--- src/design/mta_pkg.sv ---
// Package for the mosaic tile averaging block: sizes, register indexes,
// the tile record passed from the accumulator to the divider, and state types.
// No dependencies.
package mta_pkg;

  localparam int unsigned MaxTile    = 16;
  localparam int unsigned PixW       = 8;
  localparam int unsigned TileSizeW  = 5;
  localparam int unsigned EdgeW      = $clog2(MaxTile + 1);
  localparam int unsigned CountW     = $clog2(MaxTile * MaxTile + 1);
  localparam int unsigned AlphaSumW  = $clog2(MaxTile * MaxTile * 255 + 1);
  localparam int unsigned ColorSumW  = $clog2(MaxTile * MaxTile * 255 * 255 + 1);
  localparam int unsigned QueueDepth = 2;
  localparam int unsigned PtrW       = $clog2(QueueDepth);
  localparam int unsigned QCntW      = $clog2(QueueDepth + 1);
  localparam int unsigned NumChan    = 4;
  localparam int unsigned StepW      = $clog2(PixW);
  localparam int unsigned DataW      = 32;
  localparam int unsigned AddrW      = 3;

  localparam logic [TileSizeW-1:0] TileSizeRst = TileSizeW'(4);
  localparam logic                 WeightRst   = 1'b1;

  typedef enum logic {
    REG_TILE_SIZE = 1'b0,
    REG_WEIGHT    = 1'b1
  } reg_idx_e;

  typedef enum logic [1:0] {
    CH_ALPHA = 2'd0,
    CH_RED   = 2'd1,
    CH_GREEN = 2'd2,
    CH_BLUE  = 2'd3
  } chan_e;

  typedef enum logic [1:0] {
    BK_IDLE,
    BK_SETUP,
    BK_DIV,
    BK_DONE
  } back_state_e;

  // Sums of one finished tile, as handed from the accumulator to the divider.
  typedef struct packed {
    logic                 weighted;
    logic [PixW-1:0]      last_alpha;
    logic [CountW-1:0]    count;
    logic [AlphaSumW-1:0] alpha_sum;
    logic [ColorSumW-1:0] red_sum;
    logic [ColorSumW-1:0] green_sum;
    logic [ColorSumW-1:0] blue_sum;
  } tile_rec_t;

  typedef struct packed {
    logic full;
    logic empty;
  } queue_status_t;

endpackage

--- src/design/mta_front.sv ---
// Accumulator front end: takes pixels, sums the channels of the current tile
// and pushes a tile record into the queue on the tile's last pixel.
// Depends on mta_pkg.
module mta_front import mta_pkg::*; (
  input  logic                 clk_i,
  input  logic                 rst_ni,
  input  logic [TileSizeW-1:0] tile_size_i,
  input  logic                 weight_by_alpha_i,
  input  logic                 clear_i,
  input  logic                 in_valid_i,
  output logic                 in_ready_o,
  input  logic [PixW-1:0]      alpha_in_i,
  input  logic [PixW-1:0]      red_in_i,
  input  logic [PixW-1:0]      green_in_i,
  input  logic [PixW-1:0]      blue_in_i,
  input  queue_status_t        q_status_i,
  output logic                 push_o,
  output tile_rec_t            rec_o
);

  logic [EdgeW-1:0]     tile_edge;
  logic [2*EdgeW-1:0]   edge_sq;
  logic [CountW-1:0]    total;
  logic [CountW-1:0]    count_q, count_inc;
  logic [AlphaSumW-1:0] alpha_sum_q, alpha_sum_new;
  logic [ColorSumW-1:0] red_sum_q, green_sum_q, blue_sum_q;
  logic [ColorSumW-1:0] red_sum_new, green_sum_new, blue_sum_new;
  logic [ColorSumW-1:0] red_add, green_add, blue_add;
  logic [2*PixW-1:0]    red_prod, green_prod, blue_prod;
  logic                 last_pix;
  logic                 accept;

  // An edge of zero behaves as one, and an edge above the maximum is clamped.
  always_comb begin
    if (tile_size_i == '0) begin
      tile_edge = EdgeW'(1);
    end else if (int'(tile_size_i) > MaxTile) begin
      tile_edge = EdgeW'(MaxTile);
    end else begin
      tile_edge = EdgeW'(tile_size_i);
    end
  end

  assign edge_sq   = (2*EdgeW)'(tile_edge) * (2*EdgeW)'(tile_edge);
  assign total     = CountW'(edge_sq);
  assign count_inc = count_q + 1'b1;
  assign last_pix  = (count_inc >= total);

  assign in_ready_o = !last_pix || !q_status_i.full;
  assign accept     = in_valid_i && in_ready_o;

  assign red_prod   = (2*PixW)'(red_in_i) * (2*PixW)'(alpha_in_i);
  assign green_prod = (2*PixW)'(green_in_i) * (2*PixW)'(alpha_in_i);
  assign blue_prod  = (2*PixW)'(blue_in_i) * (2*PixW)'(alpha_in_i);

  always_comb begin
    if (weight_by_alpha_i) begin
      red_add   = ColorSumW'(red_prod);
      green_add = ColorSumW'(green_prod);
      blue_add  = ColorSumW'(blue_prod);
    end else begin
      red_add   = ColorSumW'(red_in_i);
      green_add = ColorSumW'(green_in_i);
      blue_add  = ColorSumW'(blue_in_i);
    end
  end

  assign alpha_sum_new = alpha_sum_q + AlphaSumW'(alpha_in_i);
  assign red_sum_new   = red_sum_q + red_add;
  assign green_sum_new = green_sum_q + green_add;
  assign blue_sum_new  = blue_sum_q + blue_add;

  always_ff @(posedge clk_i or negedge rst_ni) begin
    if (!rst_ni) begin
      count_q     <= '0;
      alpha_sum_q <= '0;
      red_sum_q   <= '0;
      green_sum_q <= '0;
      blue_sum_q  <= '0;
    end else if (clear_i || (accept && last_pix)) begin
      count_q     <= '0;
      alpha_sum_q <= '0;
      red_sum_q   <= '0;
      green_sum_q <= '0;
      blue_sum_q  <= '0;
    end else if (accept) begin
      count_q     <= count_inc;
      alpha_sum_q <= alpha_sum_new;
      red_sum_q   <= red_sum_new;
      green_sum_q <= green_sum_new;
      blue_sum_q  <= blue_sum_new;
    end
  end

  assign push_o = accept && last_pix;

  always_comb begin
    rec_o.weighted   = weight_by_alpha_i;
    rec_o.last_alpha = alpha_in_i;
    rec_o.count      = count_inc;
    rec_o.alpha_sum  = alpha_sum_new;
    rec_o.red_sum    = red_sum_new;
    rec_o.green_sum  = green_sum_new;
    rec_o.blue_sum   = blue_sum_new;
  end

endmodule

--- src/design/mta_queue.sv ---
// Short queue of finished tile records between the accumulator and the divider.
// Depends on mta_pkg.
module mta_queue import mta_pkg::*; (
  input  logic          clk_i,
  input  logic          rst_ni,
  input  logic          push_i,
  input  tile_rec_t     rec_i,
  input  logic          pop_i,
  output tile_rec_t     rec_o,
  output queue_status_t status_o
);

  tile_rec_t         entries_q [QueueDepth];
  logic [PtrW-1:0]   wr_ptr_q, rd_ptr_q;
  logic [QCntW-1:0]  fill_q;
  logic              do_push, do_pop;

  assign status_o.full  = (fill_q == QCntW'(QueueDepth));
  assign status_o.empty = (fill_q == '0);
  assign do_push = push_i && !status_o.full;
  assign do_pop  = pop_i && !status_o.empty;
  assign rec_o   = entries_q[rd_ptr_q];

  always_ff @(posedge clk_i or negedge rst_ni) begin
    if (!rst_ni) begin
      wr_ptr_q <= '0;
      rd_ptr_q <= '0;
      fill_q   <= '0;
    end else begin
      if (do_push) begin
        wr_ptr_q <= (int'(wr_ptr_q) == QueueDepth - 1) ? '0 : wr_ptr_q + 1'b1;
      end
      if (do_pop) begin
        rd_ptr_q <= (int'(rd_ptr_q) == QueueDepth - 1) ? '0 : rd_ptr_q + 1'b1;
      end
      if (do_push && !do_pop) begin
        fill_q <= fill_q + 1'b1;
      end else if (do_pop && !do_push) begin
        fill_q <= fill_q - 1'b1;
      end
    end
  end

  always_ff @(posedge clk_i) begin
    if (do_push) begin
      entries_q[wr_ptr_q] <= rec_i;
    end
  end

endmodule

--- src/design/mta_back.sv ---
// Divider back end: takes tile records from the queue and works out the four
// averages with one shared restoring divider, then holds the result for output.
// Depends on mta_pkg.
module mta_back import mta_pkg::*; (
  input  logic            clk_i,
  input  logic            rst_ni,
  input  queue_status_t   q_status_i,
  input  tile_rec_t       rec_i,
  output logic            pop_o,
  output logic            out_valid_o,
  input  logic            out_ready_i,
  output logic [PixW-1:0] alpha_out_o,
  output logic [PixW-1:0] red_out_o,
  output logic [PixW-1:0] green_out_o,
  output logic [PixW-1:0] blue_out_o
);

  back_state_e          state_q, state_d;
  tile_rec_t            rec_q;
  chan_e                ch_q;
  logic [StepW-1:0]     step_q;
  logic [AlphaSumW-1:0] rem_q;
  logic [PixW-1:0]      quo_q;
  logic [PixW-1:0]      res_q [NumChan];
  logic                 out_valid_q;
  logic [PixW-1:0]      alpha_out_q, red_out_q, green_out_q, blue_out_q;

  logic [ColorSumW-1:0] num;
  logic [AlphaSumW-1:0] den;
  logic                 bypass;
  logic [PixW-1:0]      bypass_val;
  logic [AlphaSumW:0]   trial, diff;
  logic                 fits;
  logic [PixW-1:0]      quo_next;
  logic                 last_step, last_ch;
  logic                 load_out;

  // Operands of the channel in hand. Colour channels divide by the alpha sum
  // when weighting, otherwise by the pixel count.
  always_comb begin
    unique case (ch_q)
      CH_ALPHA: begin
        num = ColorSumW'(rec_q.alpha_sum);
        den = AlphaSumW'(rec_q.count);
      end
      CH_RED: begin
        num = rec_q.red_sum;
        den = rec_q.weighted ? rec_q.alpha_sum : AlphaSumW'(rec_q.count);
      end
      CH_GREEN: begin
        num = rec_q.green_sum;
        den = rec_q.weighted ? rec_q.alpha_sum : AlphaSumW'(rec_q.count);
      end
      CH_BLUE: begin
        num = rec_q.blue_sum;
        den = rec_q.weighted ? rec_q.alpha_sum : AlphaSumW'(rec_q.count);
      end
      default: begin
        num = '0;
        den = '0;
      end
    endcase
  end

  // A fully transparent weighted tile gives zeros; plain mode passes the
  // last pixel's alpha straight through.
  always_comb begin
    bypass     = 1'b0;
    bypass_val = '0;
    if (rec_q.weighted && (rec_q.alpha_sum == '0)) begin
      bypass = 1'b1;
    end else if (!rec_q.weighted && (ch_q == CH_ALPHA)) begin
      bypass     = 1'b1;
      bypass_val = rec_q.last_alpha;
    end
  end

  // Every quotient is below 256, so the upper numerator bits already sit
  // below the divisor and only eight quotient bits need to be developed.
  assign trial     = {rem_q, quo_q[PixW-1]};
  assign fits      = (trial >= {1'b0, den});
  assign diff      = trial - {1'b0, den};
  assign quo_next  = {quo_q[PixW-2:0], fits};
  assign last_step = (step_q == StepW'(PixW - 1));
  assign last_ch   = (ch_q == CH_BLUE);

  always_comb begin
    state_d = state_q;
    unique case (state_q)
      BK_IDLE: begin
        if (!q_status_i.empty) begin
          state_d = BK_SETUP;
        end
      end
      BK_SETUP: begin
        if (bypass) begin
          state_d = last_ch ? BK_DONE : BK_SETUP;
        end else begin
          state_d = BK_DIV;
        end
      end
      BK_DIV: begin
        if (last_step) begin
          state_d = last_ch ? BK_DONE : BK_SETUP;
        end
      end
      BK_DONE: begin
        if (!out_valid_q || out_ready_i) begin
          state_d = BK_IDLE;
        end
      end
      default: state_d = BK_IDLE;
    endcase
  end

  always_comb begin
    pop_o    = (state_q == BK_IDLE) && !q_status_i.empty;
    load_out = (state_q == BK_DONE) && (!out_valid_q || out_ready_i);
  end

  always_ff @(posedge clk_i or negedge rst_ni) begin
    if (!rst_ni) begin
      state_q     <= BK_IDLE;
      out_valid_q <= 1'b0;
    end else begin
      state_q <= state_d;
      if (load_out) begin
        out_valid_q <= 1'b1;
      end else if (out_ready_i) begin
        out_valid_q <= 1'b0;
      end
    end
  end

  always_ff @(posedge clk_i) begin
    unique case (state_q)
      BK_IDLE: begin
        if (pop_o) begin
          rec_q <= rec_i;
          ch_q  <= CH_ALPHA;
        end
      end
      BK_SETUP: begin
        if (bypass) begin
          res_q[ch_q] <= bypass_val;
          ch_q        <= chan_e'(ch_q + 1'b1);
        end else begin
          rem_q  <= AlphaSumW'(num >> PixW);
          quo_q  <= num[PixW-1:0];
          step_q <= '0;
        end
      end
      BK_DIV: begin
        rem_q  <= fits ? diff[AlphaSumW-1:0] : trial[AlphaSumW-1:0];
        quo_q  <= quo_next;
        step_q <= step_q + 1'b1;
        if (last_step) begin
          res_q[ch_q] <= quo_next;
          ch_q        <= chan_e'(ch_q + 1'b1);
        end
      end
      BK_DONE: begin
        if (load_out) begin
          alpha_out_q <= res_q[CH_ALPHA];
          red_out_q   <= res_q[CH_RED];
          green_out_q <= res_q[CH_GREEN];
          blue_out_q  <= res_q[CH_BLUE];
        end
      end
      default: ;
    endcase
  end

  assign out_valid_o = out_valid_q;
  assign alpha_out_o = alpha_out_q;
  assign red_out_o   = red_out_q;
  assign green_out_o = green_out_q;
  assign blue_out_o  = blue_out_q;

endmodule

--- src/design/mosaic_tile_average.sv ---
// Top level of the mosaic tile averaging block: configuration registers on an
// APB-style port, the pixel accumulator, the tile queue and the divider.
// Depends on mta_pkg, mta_front, mta_queue and mta_back.

// Pixels of a tile are taken one per cycle while the queue has room for the
// tile's sums; on the tile's last pixel its sums go into a two-entry queue, and
// the result appears after the divider has worked through the four channels.
// The divider settles one quotient bit per cycle and passes some channels
// straight through, and this runs alongside the accumulation of the following
// tiles. Tiles of 49 pixels (an edge of seven) or more stream at one pixel per
// cycle while the output is taken; smaller tiles are limited to one tile per
// divider pass once the queue has filled. Any register write abandons a partly
// accumulated tile.
module mosaic_tile_average import mta_pkg::*; (
  input  logic             clk_i,
  input  logic             rst_ni,
  input  logic             psel,
  input  logic             penable,
  input  logic             pwrite,
  input  logic [AddrW-1:0] paddr,
  input  logic [DataW-1:0] pwdata,
  output logic [DataW-1:0] prdata,
  output logic             pready,
  input  logic             in_valid_i,
  output logic             in_ready_o,
  input  logic [PixW-1:0]  alpha_in_i,
  input  logic [PixW-1:0]  red_in_i,
  input  logic [PixW-1:0]  green_in_i,
  input  logic [PixW-1:0]  blue_in_i,
  output logic             out_valid_o,
  input  logic             out_ready_i,
  output logic [PixW-1:0]  alpha_out_o,
  output logic [PixW-1:0]  red_out_o,
  output logic [PixW-1:0]  green_out_o,
  output logic [PixW-1:0]  blue_out_o
);

  logic [TileSizeW-1:0] tile_size_q;
  logic                 weight_q;
  logic                 wr_en;
  reg_idx_e             reg_idx;
  logic                 push;
  logic                 pop;
  tile_rec_t            front_rec, queue_rec;
  queue_status_t        q_status;

  assign pready  = 1'b1;
  assign wr_en   = psel && penable && pwrite;
  assign reg_idx = reg_idx_e'(paddr[AddrW-1]);

  always_ff @(posedge clk_i or negedge rst_ni) begin
    if (!rst_ni) begin
      tile_size_q <= TileSizeRst;
      weight_q    <= WeightRst;
    end else if (wr_en) begin
      unique case (reg_idx)
        REG_TILE_SIZE: tile_size_q <= pwdata[TileSizeW-1:0];
        REG_WEIGHT:    weight_q    <= pwdata[0];
        default: ;
      endcase
    end
  end

  always_comb begin
    unique case (reg_idx)
      REG_TILE_SIZE: prdata = DataW'(tile_size_q);
      REG_WEIGHT:    prdata = DataW'(weight_q);
      default:       prdata = '0;
    endcase
  end

  mta_front u_front (
    .clk_i             (clk_i),
    .rst_ni            (rst_ni),
    .tile_size_i       (tile_size_q),
    .weight_by_alpha_i (weight_q),
    .clear_i           (wr_en),
    .in_valid_i        (in_valid_i),
    .in_ready_o        (in_ready_o),
    .alpha_in_i        (alpha_in_i),
    .red_in_i          (red_in_i),
    .green_in_i        (green_in_i),
    .blue_in_i         (blue_in_i),
    .q_status_i        (q_status),
    .push_o            (push),
    .rec_o             (front_rec)
  );

  mta_queue u_queue (
    .clk_i    (clk_i),
    .rst_ni   (rst_ni),
    .push_i   (push),
    .rec_i    (front_rec),
    .pop_i    (pop),
    .rec_o    (queue_rec),
    .status_o (q_status)
  );

  mta_back u_back (
    .clk_i       (clk_i),
    .rst_ni      (rst_ni),
    .q_status_i  (q_status),
    .rec_i       (queue_rec),
    .pop_o       (pop),
    .out_valid_o (out_valid_o),
    .out_ready_i (out_ready_i),
    .alpha_out_o (alpha_out_o),
    .red_out_o   (red_out_o),
    .green_out_o (green_out_o),
    .blue_out_o  (blue_out_o)
  );

endmodule
--- config.mk ---
export PLATFORM = sky130hd
export DESIGN_NAME = mosaic_tile_average
export DESIGN_NICKNAME = d
export VERILOG_FILES = /design/src/design/mta_pkg.sv /design/src/design/mta_front.sv /design/src/design/mta_queue.sv /design/src/design/mta_back.sv /design/src/design/mosaic_tile_average.sv
export SDC_FILE = /design/constraint.sdc
export NUM_CORES = 1
export LEC_CHECK = 0
export ABC_AREA = 1
export BUFFER_PORTS_ARGS = -buffer_cell sky130_fd_sc_hd__buf_2
export CORE_MARGIN = 1.5
export CORE_UTILIZATION = 41
export CTS_BUF_LIST = sky130_fd_sc_hd__clkbuf_2 sky130_fd_sc_hd__clkbuf_4 sky130_fd_sc_hd__clkbuf_8
export DETAILED_ROUTE_END_ITERATION = 8
export PLACE_DENSITY_LB_ADDON = 0.12
export SLEW_MARGIN = 20
export SYNTH_ARGS = -nofsm -noshare
export SYNTH_HDL_FRONTEND = slang
export SYNTH_SLANG_ARGS = --single-unit
--- constraint.sdc ---
create_clock -name clk_i -period 18 [get_ports clk_i]
set_input_delay 0.9 -clock clk_i [delete_from_list [all_inputs] [get_ports clk_i]]
set_output_delay 0.9 -clock clk_i [all_outputs]
set_load 0.02 [all_outputs]
==> impl_summary.md <==
Clock tree
In this run the clock root is driven by a clkbuf_8. The clock transition at the register clock pins on the worst setup and hold paths after CTS is 0.06 ns. For this design, the sink count on the clock tree is 521. For this design, the CTS-stage hold fixing added 0 buffers.

The clock passes through at most 3 buffers. After clock tree synthesis, the repair step resized 0 gates. The clock latency at the later pin of the worst-skew pair is 0.68 ns. The number of setup buffers added after CTS is 0. The CTS H-tree depth is 3.

TritonCTS built the clock tree. TritonCTS created 85 clock buffers.

STA
The clock arrives with 0.0145 ns of skew. For this run, the top clock speed supported by timing is 0.159 GHz. Adding up every negative setup slack in the final design gives 0 ns.

The measured slew at the worst slew-check pin is 1.08 ns. Measured against its own limit, the worst slew margin works out to 0.277. Of the available clock period, the critical path in the final layout requires 0.348. Counting I/O delays and the setup requirement, the final critical path takes 6.27 ns. The count of pins over their slew limit was 0. The final hold violation count is 0. The final count of negative-setup-slack endpoints is 0. Setup repair after global routing left no endpoint under its margin.

Yosys
The average cell area after synthesis is 8.55 µm². The multiplexer area fraction after synthesis is 0.000304. The number of standard cells after synthesis is 3844.

The adder-cell share of the synthesized area is 0.151. The share of flip-flops with an asynchronous set or reset after synthesis is 0.211. In this run, synthesis produced a sequential element count of 521. The share of the synthesized netlist area taken by xor and xnor gates is 0.0208. The post-synthesis simple-gate area fraction is 0.244. The area fraction in compound gates after synthesis is 0.0392. The number of synthesis warnings is 0. The mapped netlist covers 0.0329 mm². The share of the Yosys chip area taken by registers is 0.459. Summed over all instances, the cell type with the most area after synthesis is edfxtp_1. After synthesis, the largest family of logic cells by area is simple AND/OR/NAND/NOR gates. The count of different cell masters after synthesis is 48. Yosys attributes the largest share of cell area to edfxtp_1 38%, nand2_1 17%, dfrtp_1 8.2%, ha_1 8.0%, fa_1 7.1%.

For this run, the leading register cell type out of synthesis is edfxtp_1. Yosys mapped a number of flops with a built-in enable equal to 411. The area share of the largest cell type after synthesis is 0.375.

Critical path
At the worst endpoint, the arrival time is 6.88 ns. The critical path data required time is 18.61 ns. The critical path is of the in2reg type. The type of element launching the critical path is an input port.

The kind of end point of the critical path is a flip-flop. In this run the register-to-register setup slack is 12.06 ns. Of all nets on the critical path, the largest fanout is 27.

Global routing
Entering global routing, the biggest net connects 79 pins. The overall track demand over capacity in global routing is 0.199. The initial antenna violation count is 3. In the global route stage, met3 resource usage came out at 0.0226. For this run, global-route usage on met1 was measured as 0.277. The number of global-route vias before repair is 22900. Global routing finished with a remaining overflow of 0. The first global-routing pass estimated 128 mm of wire. The routing layer with the top usage in global route is met2.

The global routing usage on met2 is 0.333.

Finish
Once layout is complete, the cells apart from fillers number 5042. The synthesis-to-layout area growth is 9.74%. In the final layout, the share of cells above drive strength 1 is 0.0709. At the end of the flow, the number of nets in the layout was 4320.

Place
The total placed cells including tap cells is 4883. Buffers placed on the I/O ports in this run total 83. Detailed placement finished with a half-perimeter wire length of 57.8 mm. The placer congestion estimate is 0.863.

Hold path
The tightest min-delay check is of the in2async type.

Floorplan
The die covers 0.0819 mm². The number of rows created at floorplan is 103. The area of the core is 0.0791 mm². The die is 286 µm tall. For this configuration, the core starts out at a cell density of 0.415. The horizontal die dimension is 286 µm.

The number of top-level pins is 141.

Power
The analysis attributes to cell leakage a power of 17.6 nW. The power density of the placed cells is 132 mW/mm². The maximum ir drop on the vdd rail is 70.1 µV.

Drt
The wire length per cell is 16.0 µm. The residual antenna-violating net count after detailed routing is 0. The final wirelength is 80.8 mm. The DRC violation total after the first TritonRoute iteration is 1461.

The DRC violation count after routing is 0. The detailed-routing iteration count for the pre-antenna-repair pass is 5. For this block, the via count after detailed routing is 23900. The number of vias per cell after detailed routing is 4.75.

Run
The total of max-cap violations is 0.

Status
The flow ran to the end, and the final reports show no timing, DRC or antenna violations.
==> worst max-delay path, stage by stage <==
cell	delay, ns
buf_2	0.67
nand2_1	0.18
fa_1	0.55
fa_1	0.54
inv_1	0.05
fa_1	0.53
inv_1	0.05
fa_1	0.53
inv_1	0.04
ha_1	0.34
a21oi_1	0.22
o21bai_1	0.08
inv_1	0.05
nand2_1	0.09
nand2_1	0.07
nand2_1	0.05
o21ai_0	0.15
a21oi_1	0.07
ha_1	0.38
nand2_1	0.09
nor2_1	0.19
inv_1	0.08
nor3_1	0.21
nand2_1	0.08
nand2_1	0.13
xor2_1	0.35
nand2_1	0.09
nand2_1	0.10
==> cells by family (layout without fill, tap and decap cells) <==
family,count (synthesis),in the layout
buffers and inverters,694,812
adders and majority gates,326,326
xor gates and xnor gates,78,78
other,2,32
and+or+nand+nor,1989,1989
AOI/OAI and AO/OA,233,233
DFF,521,521
muxes,1,1
==> cells in the mapped netlist (2+ instances only) <==
master,count
a21boi_0,5
a21o_1,5
a21oi_1,108
a31oi_1,4
a41oi_1,7
and2_1,23
buf_1,6
buf_2,13
buf_4,31
buf_6,10
clkbuf_1,85
conb_1,2
dfrtp_1,108
dfstp_2,2
edfxtp_1,411
fa_1,116
ha_1,210
inv_1,545
inv_2,3
nand2_1,1506
nand2_2,4
nand2_4,2
nand3_1,186
nand3_2,3
nand3b_1,13
nand4_1,35
nor2_1,176
nor2_4,2
nor3_1,28
nor3_2,2
o211ai_1,8
o21a_1,3
o21ai_0,76
o21bai_1,8
o22ai_1,4
or2_2,6
xnor2_1,16
xor2_1,62
==> power by group <==
group          switching (mW)  leakage (nW)  internal (mW)
clock                   0.496         0.985          0.650
sequential             0.0506          5.22           1.56
combinational            1.40          11.4          0.624
==> path summary, 6_finish.rpt <==
path | end | depth (start not counted) | start
max reg2reg | u_queue.entries_q[1][105] | 24 | tile_size_q[2]
min reg2reg | blue_out_o[3] | 0 | u_back.res_q[3][3]
min | u_queue.fill_q[0] | 1 | rst_ni
min in group clk_i | blue_out_o[3] | 0 | u_back.res_q[3][3]
max | u_front.red_sum_q[14] | 28 | alpha_in_i[7]
max in group asynchronous | u_front.blue_sum_q[18] | 2 | rst_ni
==> metrics by stage <==
| stage | area, µm² | hold WS [ns] | power [mW] | setup WS (ns) | util |
|---|---|---|---|---|---|
| 4_1_cts | 36100 | 0.190 | 4.82 | 11.73 | 0.456 |
| 6_report | 36100 | 0.219 | 4.78 | 11.73 | 0.456 |
| 2_1_floorplan | 33000 | 0.400 | 3.09 | 9.25 | - |
| 5_1_grt | 36100 | 0.230 | 5.17 | 11.27 | 0.456 |
| 3_5_place_dp | 34200 | 0.405 | 3.66 | 11.01 | 0.432 |
| 3_3_place_gp | 34200 | 0.404 | 3.65 | 11.00 | 0.432 |
==> registers in the layout, indices dropped and copies added, names as in the netlist, 2 cells and up <==
register             cells
u_back.ch_q              2
u_front.alpha_sum_q     16
u_back.quo_q             8
tile_size_q              5
u_front.red_sum_q       24
u_back.rec_q           106
u_back.rem_q            16
u_back.step_q            3
u_back.res_q            32
u_back.state_q           2
alpha_out_o              8
u_front.blue_sum_q      24
u_queue.entries_q      212
u_front.green_sum_q     24
green_out_o              8
u_queue.fill_q           2
u_front.count_q          9
blue_out_o               8
red_out_o                8
==> area by class of cell <==
| cell class | instances | area, µm² |
|---|---|---|
| tap | 1050 | 1310 |
| antenna | 1 | 2.50 |
| timing repair buffer | 105 | 587 |
| fill | 7880 | 43100 |
| multi-input combinational | 2658 | 15100 |
| clock inverter | 44 | 442 |
| sequential | 521 | 15100 |
| inverter | 549 | 2060 |
| clock buffer | 114 | 1460 |
==> per-layer routing <==
metal,wire (µm),share of wire,up-vias
li1,-,-,12300
met1,38500,0.48,11200
met2,37900,0.47,389
met3,2880,0.036,85
met4,1500,0.019,0
met5,0,0,-
==> cell usage in the layout (no fill, tap or decap), types with 13 or more instances in the layout <==
cell type / Yosys / layout
a21oi_1: 108 / 107
xnor2_1: 16 / 16
clkbuf_4: 0 / 17
nor3_1: 28 / 28
clkbuf_8: 0 / 97
dfrtp_1: 108 / 107
xor2_1: 62 / 62
conb_1: 2 / 31
inv_1: 545 / 545
edfxtp_1: 411 / 411
nand3_1: 186 / 186
ha_1: 210 / 210
buf_4: 31 / 22
buf_2: 13 / 82
clkinv_2: 0 / 13
clkinv_1: 1 / 14
nor2_1: 176 / 173
and2_1: 23 / 23
o21ai_0: 76 / 75
nand3b_1: 13 / 13
nand2_1: 1506 / 1506
fa_1: 116 / 116
nand4_1: 35 / 35
No activity file was read; power rests on OpenSTA's default activity.
